File: config.mk
export PLATFORM = sky130hd
export DESIGN_NAME = adc_ladder_keypad_decoder_core
export DESIGN_NICKNAME = d
export VERILOG_FILES = /design/src/rtl/alkd_pkg.sv /design/src/rtl/adc_ladder_keypad_decoder_core.sv /design/src/rtl/alkd_level_match.sv /design/src/rtl/alkd_decide.sv
export SDC_FILE = /design/constraint.sdc
export NUM_CORES = 1
export LEC_CHECK = 0
export BUFFER_PORTS_ARGS = -buffer_cell sky130_fd_sc_hd__buf_2
export CELL_PAD_IN_SITES_DETAIL_PLACEMENT = 1
export CELL_PAD_IN_SITES_GLOBAL_PLACEMENT = 1
export CORE_UTILIZATION = 47
export DETAILED_ROUTE_END_ITERATION = 16
export GPL_ROUTABILITY_DRIVEN = 0
export MAX_ROUTING_LAYER = met4
export PLACE_DENSITY = 0.8
export SYNTH_ARGS = -nofsm -noshare
export SYNTH_HDL_FRONTEND = slang
export SYNTH_SLANG_ARGS = --single-unit
File: constraint.sdc
create_clock -name clk_i -period 9.7 [get_ports clk_i]
set_input_delay 2.91 -clock clk_i [delete_from_list [all_inputs] [get_ports clk_i]]
set_output_delay 2.91 -clock clk_i [all_outputs]
set_load 0.02 [all_outputs]
File: src/rtl/alkd_pkg.sv
// Shared types, constants and helpers for the ADC ladder keypad decoder.
// No dependencies; every other file in rtl/ but alkd_checker.sv imports this package.
`default_nettype none

package alkd_pkg;

  // Parameter defaults
  localparam int unsigned MAX_LEVELS_DEF  = 8;
  localparam int unsigned SAMPLE_BITS_DEF = 10;

  // Fixed field geometry
  localparam int unsigned THR_BITS   = 10;
  localparam int unsigned CNT_BITS   = 4;
  localparam int unsigned CODE_BITS  = 8;
  localparam int unsigned OUT_BITS   = 16;
  localparam int unsigned CFG_IDX_W  = 3;
  localparam int unsigned CFG_DATA_W = 64;

  localparam logic [CNT_BITS-1:0] COUNT_MAX   = 4'hF;
  localparam logic [OUT_BITS-1:0] NO_KEY_CODE = 16'hFFFF;

  // Register indexes
  localparam logic [CFG_IDX_W-1:0] REG_LEVEL_COUNT   = 3'd0;
  localparam logic [CFG_IDX_W-1:0] REG_THR_LOWER     = 3'd1;
  localparam logic [CFG_IDX_W-1:0] REG_THR_UPPER     = 3'd2;
  localparam logic [CFG_IDX_W-1:0] REG_KEY_CODES     = 3'd3;
  localparam logic [CFG_IDX_W-1:0] REG_TOLERANCE     = 3'd4;
  localparam logic [CFG_IDX_W-1:0] REG_WINDOW_LENGTH = 3'd5;
  localparam logic [CFG_IDX_W-1:0] REG_MIN_COUNT     = 3'd6;

  // Reset values
  localparam logic [3:0]  RST_LEVEL_COUNT   = 4'd4;
  localparam logic [39:0] RST_THR_LOWER     = 40'hE0_2826_0C84;
  localparam logic [39:0] RST_THR_UPPER     = 40'h0;
  localparam logic [63:0] RST_KEY_CODES     = 64'hFFFF_FFFF_5A06_0746;
  localparam logic [9:0]  RST_TOLERANCE     = 10'd255;
  localparam logic [3:0]  RST_WINDOW_LENGTH = 4'd10;
  localparam logic [3:0]  RST_MIN_COUNT     = 4'd9;

  typedef struct packed {
    logic [3:0]  level_count;
    logic [39:0] thr_lower;
    logic [39:0] thr_upper;
    logic [63:0] key_codes;
    logic [9:0]  tolerance;
    logic [3:0]  window_length;
    logic [3:0]  min_count;
  } cfg_t;

  typedef struct packed {
    logic                 found;
    logic [CODE_BITS-1:0] code;
  } decision_t;

  // Threshold of one level; levels 0..3 live in the lower word
  function automatic logic [THR_BITS-1:0] thr_of(cfg_t c, logic [2:0] lvl);
    logic [39:0] word;
    word = lvl[2] ? c.thr_upper : c.thr_lower;
    return word[lvl[1:0]*THR_BITS +: THR_BITS];
  endfunction

  function automatic logic [CODE_BITS-1:0] key_of(cfg_t c, logic [2:0] lvl);
    return c.key_codes[lvl*CODE_BITS +: CODE_BITS];
  endfunction

endpackage

`default_nettype wire

File: src/rtl/adc_ladder_keypad_decoder_core.sv
// Top level of the ADC ladder keypad decoder: config registers, input
// register, per-level counters and result register. Uses alkd_pkg,
// alkd_level_match and alkd_decide.
//
// Usage
//   s_axis carries one ADC sample per word (tdata). Each sample is matched to
//   the first level in use whose threshold is above it by at most the
//   tolerance; that level's 4-bit counter counts up and sticks at 15.
//   After window_length samples (0 acts as 1) one result word goes out on
//   m_axis: tuser = key found, tdata = key code byte (zero-extended) or
//   0xFFFF for no key. Counters and the sample count then clear.
//   Windows that are not yet complete produce no word.
// Throughput
//   One word per cycle sustained while no closing sample is held (see Stall).
//   A sample sits in the input register while the classify/count/decide
//   logic runs; for a closing sample the result register then loads, and
//   the result word goes out on m_axis from there.
// Stall
//   While a result waits on m_axis_tready, samples that do not close a window
//   keep flowing; a sample that closes a window holds in the input register
//   until the result register frees, and s_axis_tready drops behind it.
// Reset
//   rst_ni (async, active low) restores the register reset values, clears
//   counters, and empties both registers. Config writes (cfg_we_i) take
//   effect at the next edge and are meant for idle periods only.
`default_nettype none

module adc_ladder_keypad_decoder_core #(
  parameter int unsigned MAX_LEVELS  = alkd_pkg::MAX_LEVELS_DEF,
  parameter int unsigned SAMPLE_BITS = alkd_pkg::SAMPLE_BITS_DEF
) (
  input  logic                                   clk_i,
  input  logic                                   rst_ni,
  // config write port
  input  logic                                   cfg_we_i,
  input  logic [alkd_pkg::CFG_IDX_W-1:0]         cfg_idx_i,
  input  logic [alkd_pkg::CFG_DATA_W-1:0]        cfg_wdata_i,
  // sample stream
  input  logic                                   s_axis_tvalid,
  output logic                                   s_axis_tready,
  input  logic [((SAMPLE_BITS+7)/8)*8-1:0]       s_axis_tdata,   // [SAMPLE_BITS-1:0] sample
  // result stream
  output logic                                   m_axis_tvalid,
  input  logic                                   m_axis_tready,
  output logic [alkd_pkg::OUT_BITS-1:0]          m_axis_tdata,   // [15:0] key_code
  output logic                                   m_axis_tuser    // [0] key_found
);
  import alkd_pkg::*;

  // ---------------- configuration registers ----------------
  cfg_t cfg_q;

  always_ff @(posedge clk_i or negedge rst_ni) begin
    if (!rst_ni) begin
      cfg_q.level_count   <= RST_LEVEL_COUNT;
      cfg_q.thr_lower     <= RST_THR_LOWER;
      cfg_q.thr_upper     <= RST_THR_UPPER;
      cfg_q.key_codes     <= RST_KEY_CODES;
      cfg_q.tolerance     <= RST_TOLERANCE;
      cfg_q.window_length <= RST_WINDOW_LENGTH;
      cfg_q.min_count     <= RST_MIN_COUNT;
    end else if (cfg_we_i) begin
      unique case (cfg_idx_i)
        REG_LEVEL_COUNT:   cfg_q.level_count   <= cfg_wdata_i[3:0];
        REG_THR_LOWER:     cfg_q.thr_lower     <= cfg_wdata_i[39:0];
        REG_THR_UPPER:     cfg_q.thr_upper     <= cfg_wdata_i[39:0];
        REG_KEY_CODES:     cfg_q.key_codes     <= cfg_wdata_i;
        REG_TOLERANCE:     cfg_q.tolerance     <= cfg_wdata_i[9:0];
        REG_WINDOW_LENGTH: cfg_q.window_length <= cfg_wdata_i[3:0];
        REG_MIN_COUNT:     cfg_q.min_count     <= cfg_wdata_i[3:0];
        default: ;  // unmapped index: ignored
      endcase
    end
  end

  // levels in use, clamped to what the hardware holds
  logic [3:0] levels;
  assign levels = (cfg_q.level_count > 4'(MAX_LEVELS)) ? 4'(MAX_LEVELS) : cfg_q.level_count;

  // ---------------- input register ----------------
  logic                   in_valid_q;
  logic [SAMPLE_BITS-1:0] sample_q;
  logic                   advance;

  assign s_axis_tready = !in_valid_q || advance;

  always_ff @(posedge clk_i or negedge rst_ni) begin
    if (!rst_ni) begin
      in_valid_q <= 1'b0;
    end else if (s_axis_tvalid && s_axis_tready) begin
      in_valid_q <= 1'b1;
    end else if (advance) begin
      in_valid_q <= 1'b0;
    end
  end

  always_ff @(posedge clk_i) begin
    if (s_axis_tvalid && s_axis_tready) begin
      sample_q <= s_axis_tdata[SAMPLE_BITS-1:0];
    end
  end

  // ---------------- classify and count ----------------
  logic [MAX_LEVELS-1:0]               hit;
  logic [MAX_LEVELS-1:0][CNT_BITS-1:0] counts_q;
  logic [MAX_LEVELS-1:0][CNT_BITS-1:0] counts_d;
  logic [3:0]                          sc_q;
  logic [3:0]                          sc_next;
  logic                                win_end;
  decision_t                           dec;

  alkd_level_match #(
    .MAX_LEVELS  (MAX_LEVELS),
    .SAMPLE_BITS (SAMPLE_BITS)
  ) u_match (
    .cfg_i    (cfg_q),
    .levels_i (levels),
    .sample_i (sample_q),
    .hit_o    (hit)
  );

  // counts including the current sample; saturate at 15
  always_comb begin
    for (int j = 0; j < MAX_LEVELS; j++) begin
      counts_d[j] = (hit[j] && (counts_q[j] != COUNT_MAX)) ? counts_q[j] + 4'd1 : counts_q[j];
    end
  end

  // the sample that closes the window is counted before deciding
  alkd_decide #(
    .MAX_LEVELS (MAX_LEVELS)
  ) u_decide (
    .cfg_i    (cfg_q),
    .levels_i (levels),
    .counts_i (counts_d),
    .dec_o    (dec)
  );

  assign sc_next = sc_q + 4'd1;
  assign win_end = !(sc_next < cfg_q.window_length);

  logic out_free;
  assign out_free = !m_axis_tvalid || m_axis_tready;
  assign advance  = in_valid_q && (!win_end || out_free);

  always_ff @(posedge clk_i or negedge rst_ni) begin
    if (!rst_ni) begin
      sc_q     <= '0;
      counts_q <= '0;
    end else if (advance) begin
      if (win_end) begin
        sc_q     <= '0;
        counts_q <= '0;
      end else begin
        sc_q     <= sc_next;
        counts_q <= counts_d;
      end
    end
  end

  // ---------------- result register ----------------
  logic                out_valid_q;
  logic                key_found_q;
  logic [OUT_BITS-1:0] key_code_q;

  always_ff @(posedge clk_i or negedge rst_ni) begin
    if (!rst_ni) begin
      out_valid_q <= 1'b0;
    end else if (advance && win_end) begin
      out_valid_q <= 1'b1;
    end else if (m_axis_tready) begin
      out_valid_q <= 1'b0;
    end
  end

  always_ff @(posedge clk_i) begin
    if (advance && win_end) begin
      key_found_q <= dec.found;
      key_code_q  <= dec.found ? {8'h00, dec.code} : NO_KEY_CODE;
    end
  end

  assign m_axis_tvalid = out_valid_q;
  assign m_axis_tdata  = key_code_q;
  assign m_axis_tuser  = key_found_q;

endmodule

`default_nettype wire

File: src/rtl/alkd_level_match.sv
// Sample classifier: one-hot of the first level in use whose threshold sits
// above the sample by at most the tolerance. Uses alkd_pkg.
`default_nettype none

module alkd_level_match #(
  parameter int unsigned MAX_LEVELS  = alkd_pkg::MAX_LEVELS_DEF,
  parameter int unsigned SAMPLE_BITS = alkd_pkg::SAMPLE_BITS_DEF
) (
  input  alkd_pkg::cfg_t          cfg_i,
  input  logic [3:0]              levels_i,  // levels in use, already clamped
  input  logic [SAMPLE_BITS-1:0]  sample_i,
  output logic [MAX_LEVELS-1:0]   hit_o
);
  import alkd_pkg::*;

  localparam int unsigned CMP_W = ((SAMPLE_BITS > THR_BITS) ? SAMPLE_BITS : THR_BITS) + 1;

  logic [MAX_LEVELS-1:0] fit;

  always_comb begin
    logic [CMP_W-1:0] s_ext;
    logic [CMP_W-1:0] t_ext;
    logic [CMP_W-1:0] tol_ext;
    s_ext   = CMP_W'(sample_i);
    tol_ext = CMP_W'(cfg_i.tolerance);
    for (int j = 0; j < MAX_LEVELS; j++) begin
      t_ext  = CMP_W'(thr_of(cfg_i, 3'(j)));
      fit[j] = (4'(j) < levels_i) && (s_ext < t_ext) && ((t_ext - s_ext) <= tol_ext);
    end
  end

  // first fitting level wins
  always_comb begin
    logic taken;
    taken = 1'b0;
    hit_o = '0;
    for (int j = 0; j < MAX_LEVELS; j++) begin
      if (fit[j] && !taken) begin
        hit_o[j] = 1'b1;
        taken    = 1'b1;
      end
    end
  end

endmodule

`default_nettype wire

File: src/rtl/alkd_decide.sv
// Window decision: first level in use whose count exceeds min_count,
// with its key code byte. Uses alkd_pkg.
`default_nettype none

module alkd_decide #(
  parameter int unsigned MAX_LEVELS = alkd_pkg::MAX_LEVELS_DEF
) (
  input  alkd_pkg::cfg_t                             cfg_i,
  input  logic [3:0]                                 levels_i,
  input  logic [MAX_LEVELS-1:0][alkd_pkg::CNT_BITS-1:0] counts_i,
  output alkd_pkg::decision_t                        dec_o
);
  import alkd_pkg::*;

  always_comb begin
    dec_o = '0;
    for (int j = 0; j < MAX_LEVELS; j++) begin
      if (!dec_o.found && (4'(j) < levels_i) && (counts_i[j] > cfg_i.min_count)) begin
        dec_o.found = 1'b1;
        dec_o.code  = key_of(cfg_i, 3'(j));
      end
    end
  end

endmodule

`default_nettype wire

==> implementation parameters <==
Parameter                              Value

Outcome
  Outcome ... completed

Clock network
  Num Clock Sinks ... 224
  Post-CTS sizing ... 0
  Cell at the root of the clock tree ... sky130_fd_sc_hd__clkbuf_16
  Total clock buffers created by CTS ... 26
  Buffer depth of the longest clock path ... 3
  Insertion delay to the later sink of the worst-skew pair ... 0.55 ns
  TritonCTS clock tree ... done
  Count of hold buffers inserted by post-cts repair ... 0
  Clock input transition at the sequential cells of the worst setup and hold paths ... 0.06 ns
  Depth of the CTS H-tree ... 1
  Number of buffers inserted by post-CTS setup repair ... 0

Die
  Number of ports placed on the die boundary ... 107
  # rows ... 67
  Core area ... 33,500 um2
  Width of the chip ... 187 um
  Initial Util ... 0.478
  Height of the die ... 187 um
  Die area ... 34,900 um2

GRT
  First-pass GRT wire length ... 80,700 um
  Congestion Overflow GR ... 0
  Vias in the first global route ... 14.2k
  Global routing usage summed across all routing layers ... 0.304
  Number of antenna violations at the first check in global routing ... 1
  Largest net degree at the start of global routing ... 82

Timing
  Time the worst path needs with I/O delays and setup ... 8.03 ns
  F_max ... 125 MHz
  Setup repair after global routing missed its margin ... no
  Least-Margin Pin Slew ... 1.19 ns
  Slew Viols, Final ... 0
  Crit share post-route ... 0.828
  Final Hold Fails ... 0
  Setup violations, final ... 0
  Clock skew ... 0.0102 ns
  Worst relative slew slack ... 0.205
  Final worst-path setup slack ... 1.67 ns
  Setup TNS ... 0 ns

Synthesis
  Cell with the most instances after synthesis ... sky130_fd_sc_hd__ha_1
  Number of nets in the synthesized netlist ... 1,821
  Compound-cell area share of the yosys netlist ... 0.163
  EDFF count, synth ... 20
  Most frequent cells after synthesis ... 204 x sky130_fd_sc_hd__ha_1, 161 x sky130_fd_sc_hd__mux2_2, 135 x sky130_fd_sc_hd__dfrtp_1
  Register bit total from synthesis ... 224
  Largest cells by area after synthesis ... sky130_fd_sc_hd__dfrtp_1 21%, sky130_fd_sc_hd__ha_1 16%, sky130_fd_sc_hd__dfstp_2 11%
  Count of warnings emitted by yosys ... 0
  Share of synthesized registers carrying an async set or reset ... 0.911
  Most area-hungry cell type in the Yosys netlist ... sky130_fd_sc_hd__dfrtp_1
  Main combinational cell family by area after synthesis ... adder cells
  Synth Area in Simple Gates ... 0.123
  Portion of netlist area occupied by mux cells ... 0.114
  Primary FF master, synth ... sky130_fd_sc_hd__dfrtp_1
  Parity-gate share of the synthesized area counting xor and xnor cells ... 0.0420
  Number of instances in the synthesized netlist ... 1,521
  Adder and majority cell fraction of the synthesized area ... 0.169
  Fraction of synthesized cell area taken by the top area cell type ... 0.211
  Post-synth design cell area ... 16,000 um2
  Number of distinct library cells after synthesis ... 99
  Average footprint of a synthesized cell ... 10.5 um2
  Portion of the post-synthesis area used by sequential elements ... 0.361

Final layout
  Share of final-layout standard cells stronger than drive strength 1 ... 0.260
  Final #Nets ... 1,921
  Area growth from synthesis to layout ... 11.8%

Drt
  DR DRC count ... 0
  Antenna violation net count after detailed routing ... 0
  Routed length per placed instance ... 24.4 um
  Vias ... 13.1k
  Length of the first detailed-routing pass in iterations ... 5
  Total wire length after detailed routing ... 51,100 um
  Highest Signal Layer ... met4
  Detailed-routed wire length on met3 ... 2880 um
  Detailed-route vias per instance ... 6.26
  Starting DRT DRC Count ... 668
  Met2 wirelength from detailed routing ... 24,400 um
  Met1 Routed Length ... 21,700 um

Placed design
  Final HPWL DP ... 36,900 um
  Quantity of I/O buffers inserted on ports ... 100
  Pre-CTS worst setup slack ... 1.86 ns

Worst setup path
  Crit Path Class ... reg -> reg
  Nature of the critical path endpoint ... flop
  Arrival @ worst endpoint ... 8.33 ns
  Setup crit start kind ... flop
  Critical path data required time ... 10.00 ns
  Crit-path max FO ... 12

Power
  Static Leak ... 7.90 nW
  Power per Cell Area ... 280 nW/um2
  VDD IR-drop max ... 0.170 mV

Flow run
  Max-cap check violation count ... 0

Hold path
  Worst min path class ... reg -> reg
==> kinds of logic after synthesis <==
| family | Yosys count |
|---|---|
| compound gates | 375 |
| xor+xnor | 77 |
| fa+ha+maj | 212 |
| buf+inv | 108 |
| flops | 224 |
| mux | 162 |
| simple gates | 363 |
==> final timing paths <==
check / endpoint / slack [ns] / cells past startpoint / startpoint
max: m_axis_tdata[0] / 1.67 / 26 / sample_q[1]
max reg2reg: m_axis_tdata[0] / 1.67 / 26 / sample_q[1]
min reg2reg: cfg_q[2] / 0.51 / 1 / cfg_q[2]
max in group asynchronous: cfg_q[102] / 6.00 / 2 / rst_ni
min: cfg_q[2] / 0.51 / 1 / cfg_q[2]
min in group asynchronous: sc_q[1] / 2.29 / 1 / rst_ni
==> cell type report <==
class / instances / area, um2
multi-input combinational: 1189 / 9810
clock inverter: 11 / 151
timing repair buffer: 116 / 629
inverter: 64 / 240
clock buffer: 37 / 742
tap: 448 / 561
fill: 3724 / 15600
antenna: 3 / 7.51
sequential: 224 / 5790
==> worst max-delay path, stage by stage (launching register included) <==
cell	delay, ns
sky130_fd_sc_hd__edfxtp_1	0.37
sky130_fd_sc_hd__inv_1	0.41
sky130_fd_sc_hd__buf_4	0.40
sky130_fd_sc_hd__ha_1	0.31
sky130_fd_sc_hd__nor2b_1	0.16
sky130_fd_sc_hd__o211ai_1	0.25
sky130_fd_sc_hd__a31oi_1	0.16
sky130_fd_sc_hd__a21oi_1	0.28
sky130_fd_sc_hd__o21bai_1	0.09
sky130_fd_sc_hd__a21oi_1	0.22
sky130_fd_sc_hd__xnor2_1	0.12
sky130_fd_sc_hd__ha_1	0.22
sky130_fd_sc_hd__a211oi_1	0.33
sky130_fd_sc_hd__o21ai_0	0.14
sky130_fd_sc_hd__a211oi_1	0.77
sky130_fd_sc_hd__nand2_1	0.36
sky130_fd_sc_hd__or2_2	0.42
sky130_fd_sc_hd__o21ai_0	0.22
sky130_fd_sc_hd__ha_1	0.28
sky130_fd_sc_hd__nor2b_1	0.14
sky130_fd_sc_hd__o21a_1	0.16
sky130_fd_sc_hd__o21a_1	0.16
sky130_fd_sc_hd__o211ai_1	0.71
sky130_fd_sc_hd__nand2_1	0.33
sky130_fd_sc_hd__o22ai_1	0.32
sky130_fd_sc_hd__a211oi_1	0.12
sky130_fd_sc_hd__or3_1	0.31
==> power breakdown <==
part	total (mW)	internal, mW	switching (mW)
logic	2.59	1.06	1.53
clock network	1.04	0.614	0.423
registers	1.41	1.23	0.173
==> cell usage in the layout (no fill, tap or decap), types with 19 or more instances in the layout <==
cell type / n
sky130_fd_sc_hd__dfrtp_1: 135
sky130_fd_sc_hd__dfstp_2: 69
sky130_fd_sc_hd__inv_1: 64
sky130_fd_sc_hd__mux2_2: 161
sky130_fd_sc_hd__nand4_1: 29
sky130_fd_sc_hd__nor2b_1: 23
sky130_fd_sc_hd__buf_2: 99
sky130_fd_sc_hd__o21a_1: 30
sky130_fd_sc_hd__edfxtp_1: 20
sky130_fd_sc_hd__ha_1: 204
sky130_fd_sc_hd__a21o_1: 28
sky130_fd_sc_hd__xnor2_1: 44
sky130_fd_sc_hd__o21ai_0: 69
sky130_fd_sc_hd__nand2_1: 83
sky130_fd_sc_hd__xor2_1: 33
sky130_fd_sc_hd__a211oi_1: 19
sky130_fd_sc_hd__nor2_1: 69
sky130_fd_sc_hd__a21oi_1: 83
sky130_fd_sc_hd__clkbuf_16: 26
sky130_fd_sc_hd__nand3_1: 42
==> per-stage QoR <==
stage	area, um2	instances	hold slack [ns]	utilization	power (mW)
floorplan	16000	1521	0.474	-	3.21
finish	17900	2092	0.505	0.535	5.03
CTS	17900	2089	0.508	0.535	5.02
global route	17900	2090	0.528	0.535	5.35
detailed placement	17000	2041	0.495	0.508	3.94
global placement	17000	2041	0.486	0.508	3.76
==> state kept, by name (all words and copies together), names as in the netlist <==
signal and cells:
m_axis_tdata 9, sample_q 10, counts_q 32, sc_q 4, m_axis_tvalid 1, in_valid_q 1, m_axis_tuser 1, cfg_q 166
==> layer usage <==
| layer | vias up | GRT usage |
|---|---|---|
| met3 | 114 | 0.0399 |
| li1 | 5897 | - |
| met5 | - | - |
| met1 | 6709 | 0.375 |
| met2 | 372 | 0.505 |
| met4 | 0 | 0.120 |
Power figures use the tool's default switching activity.
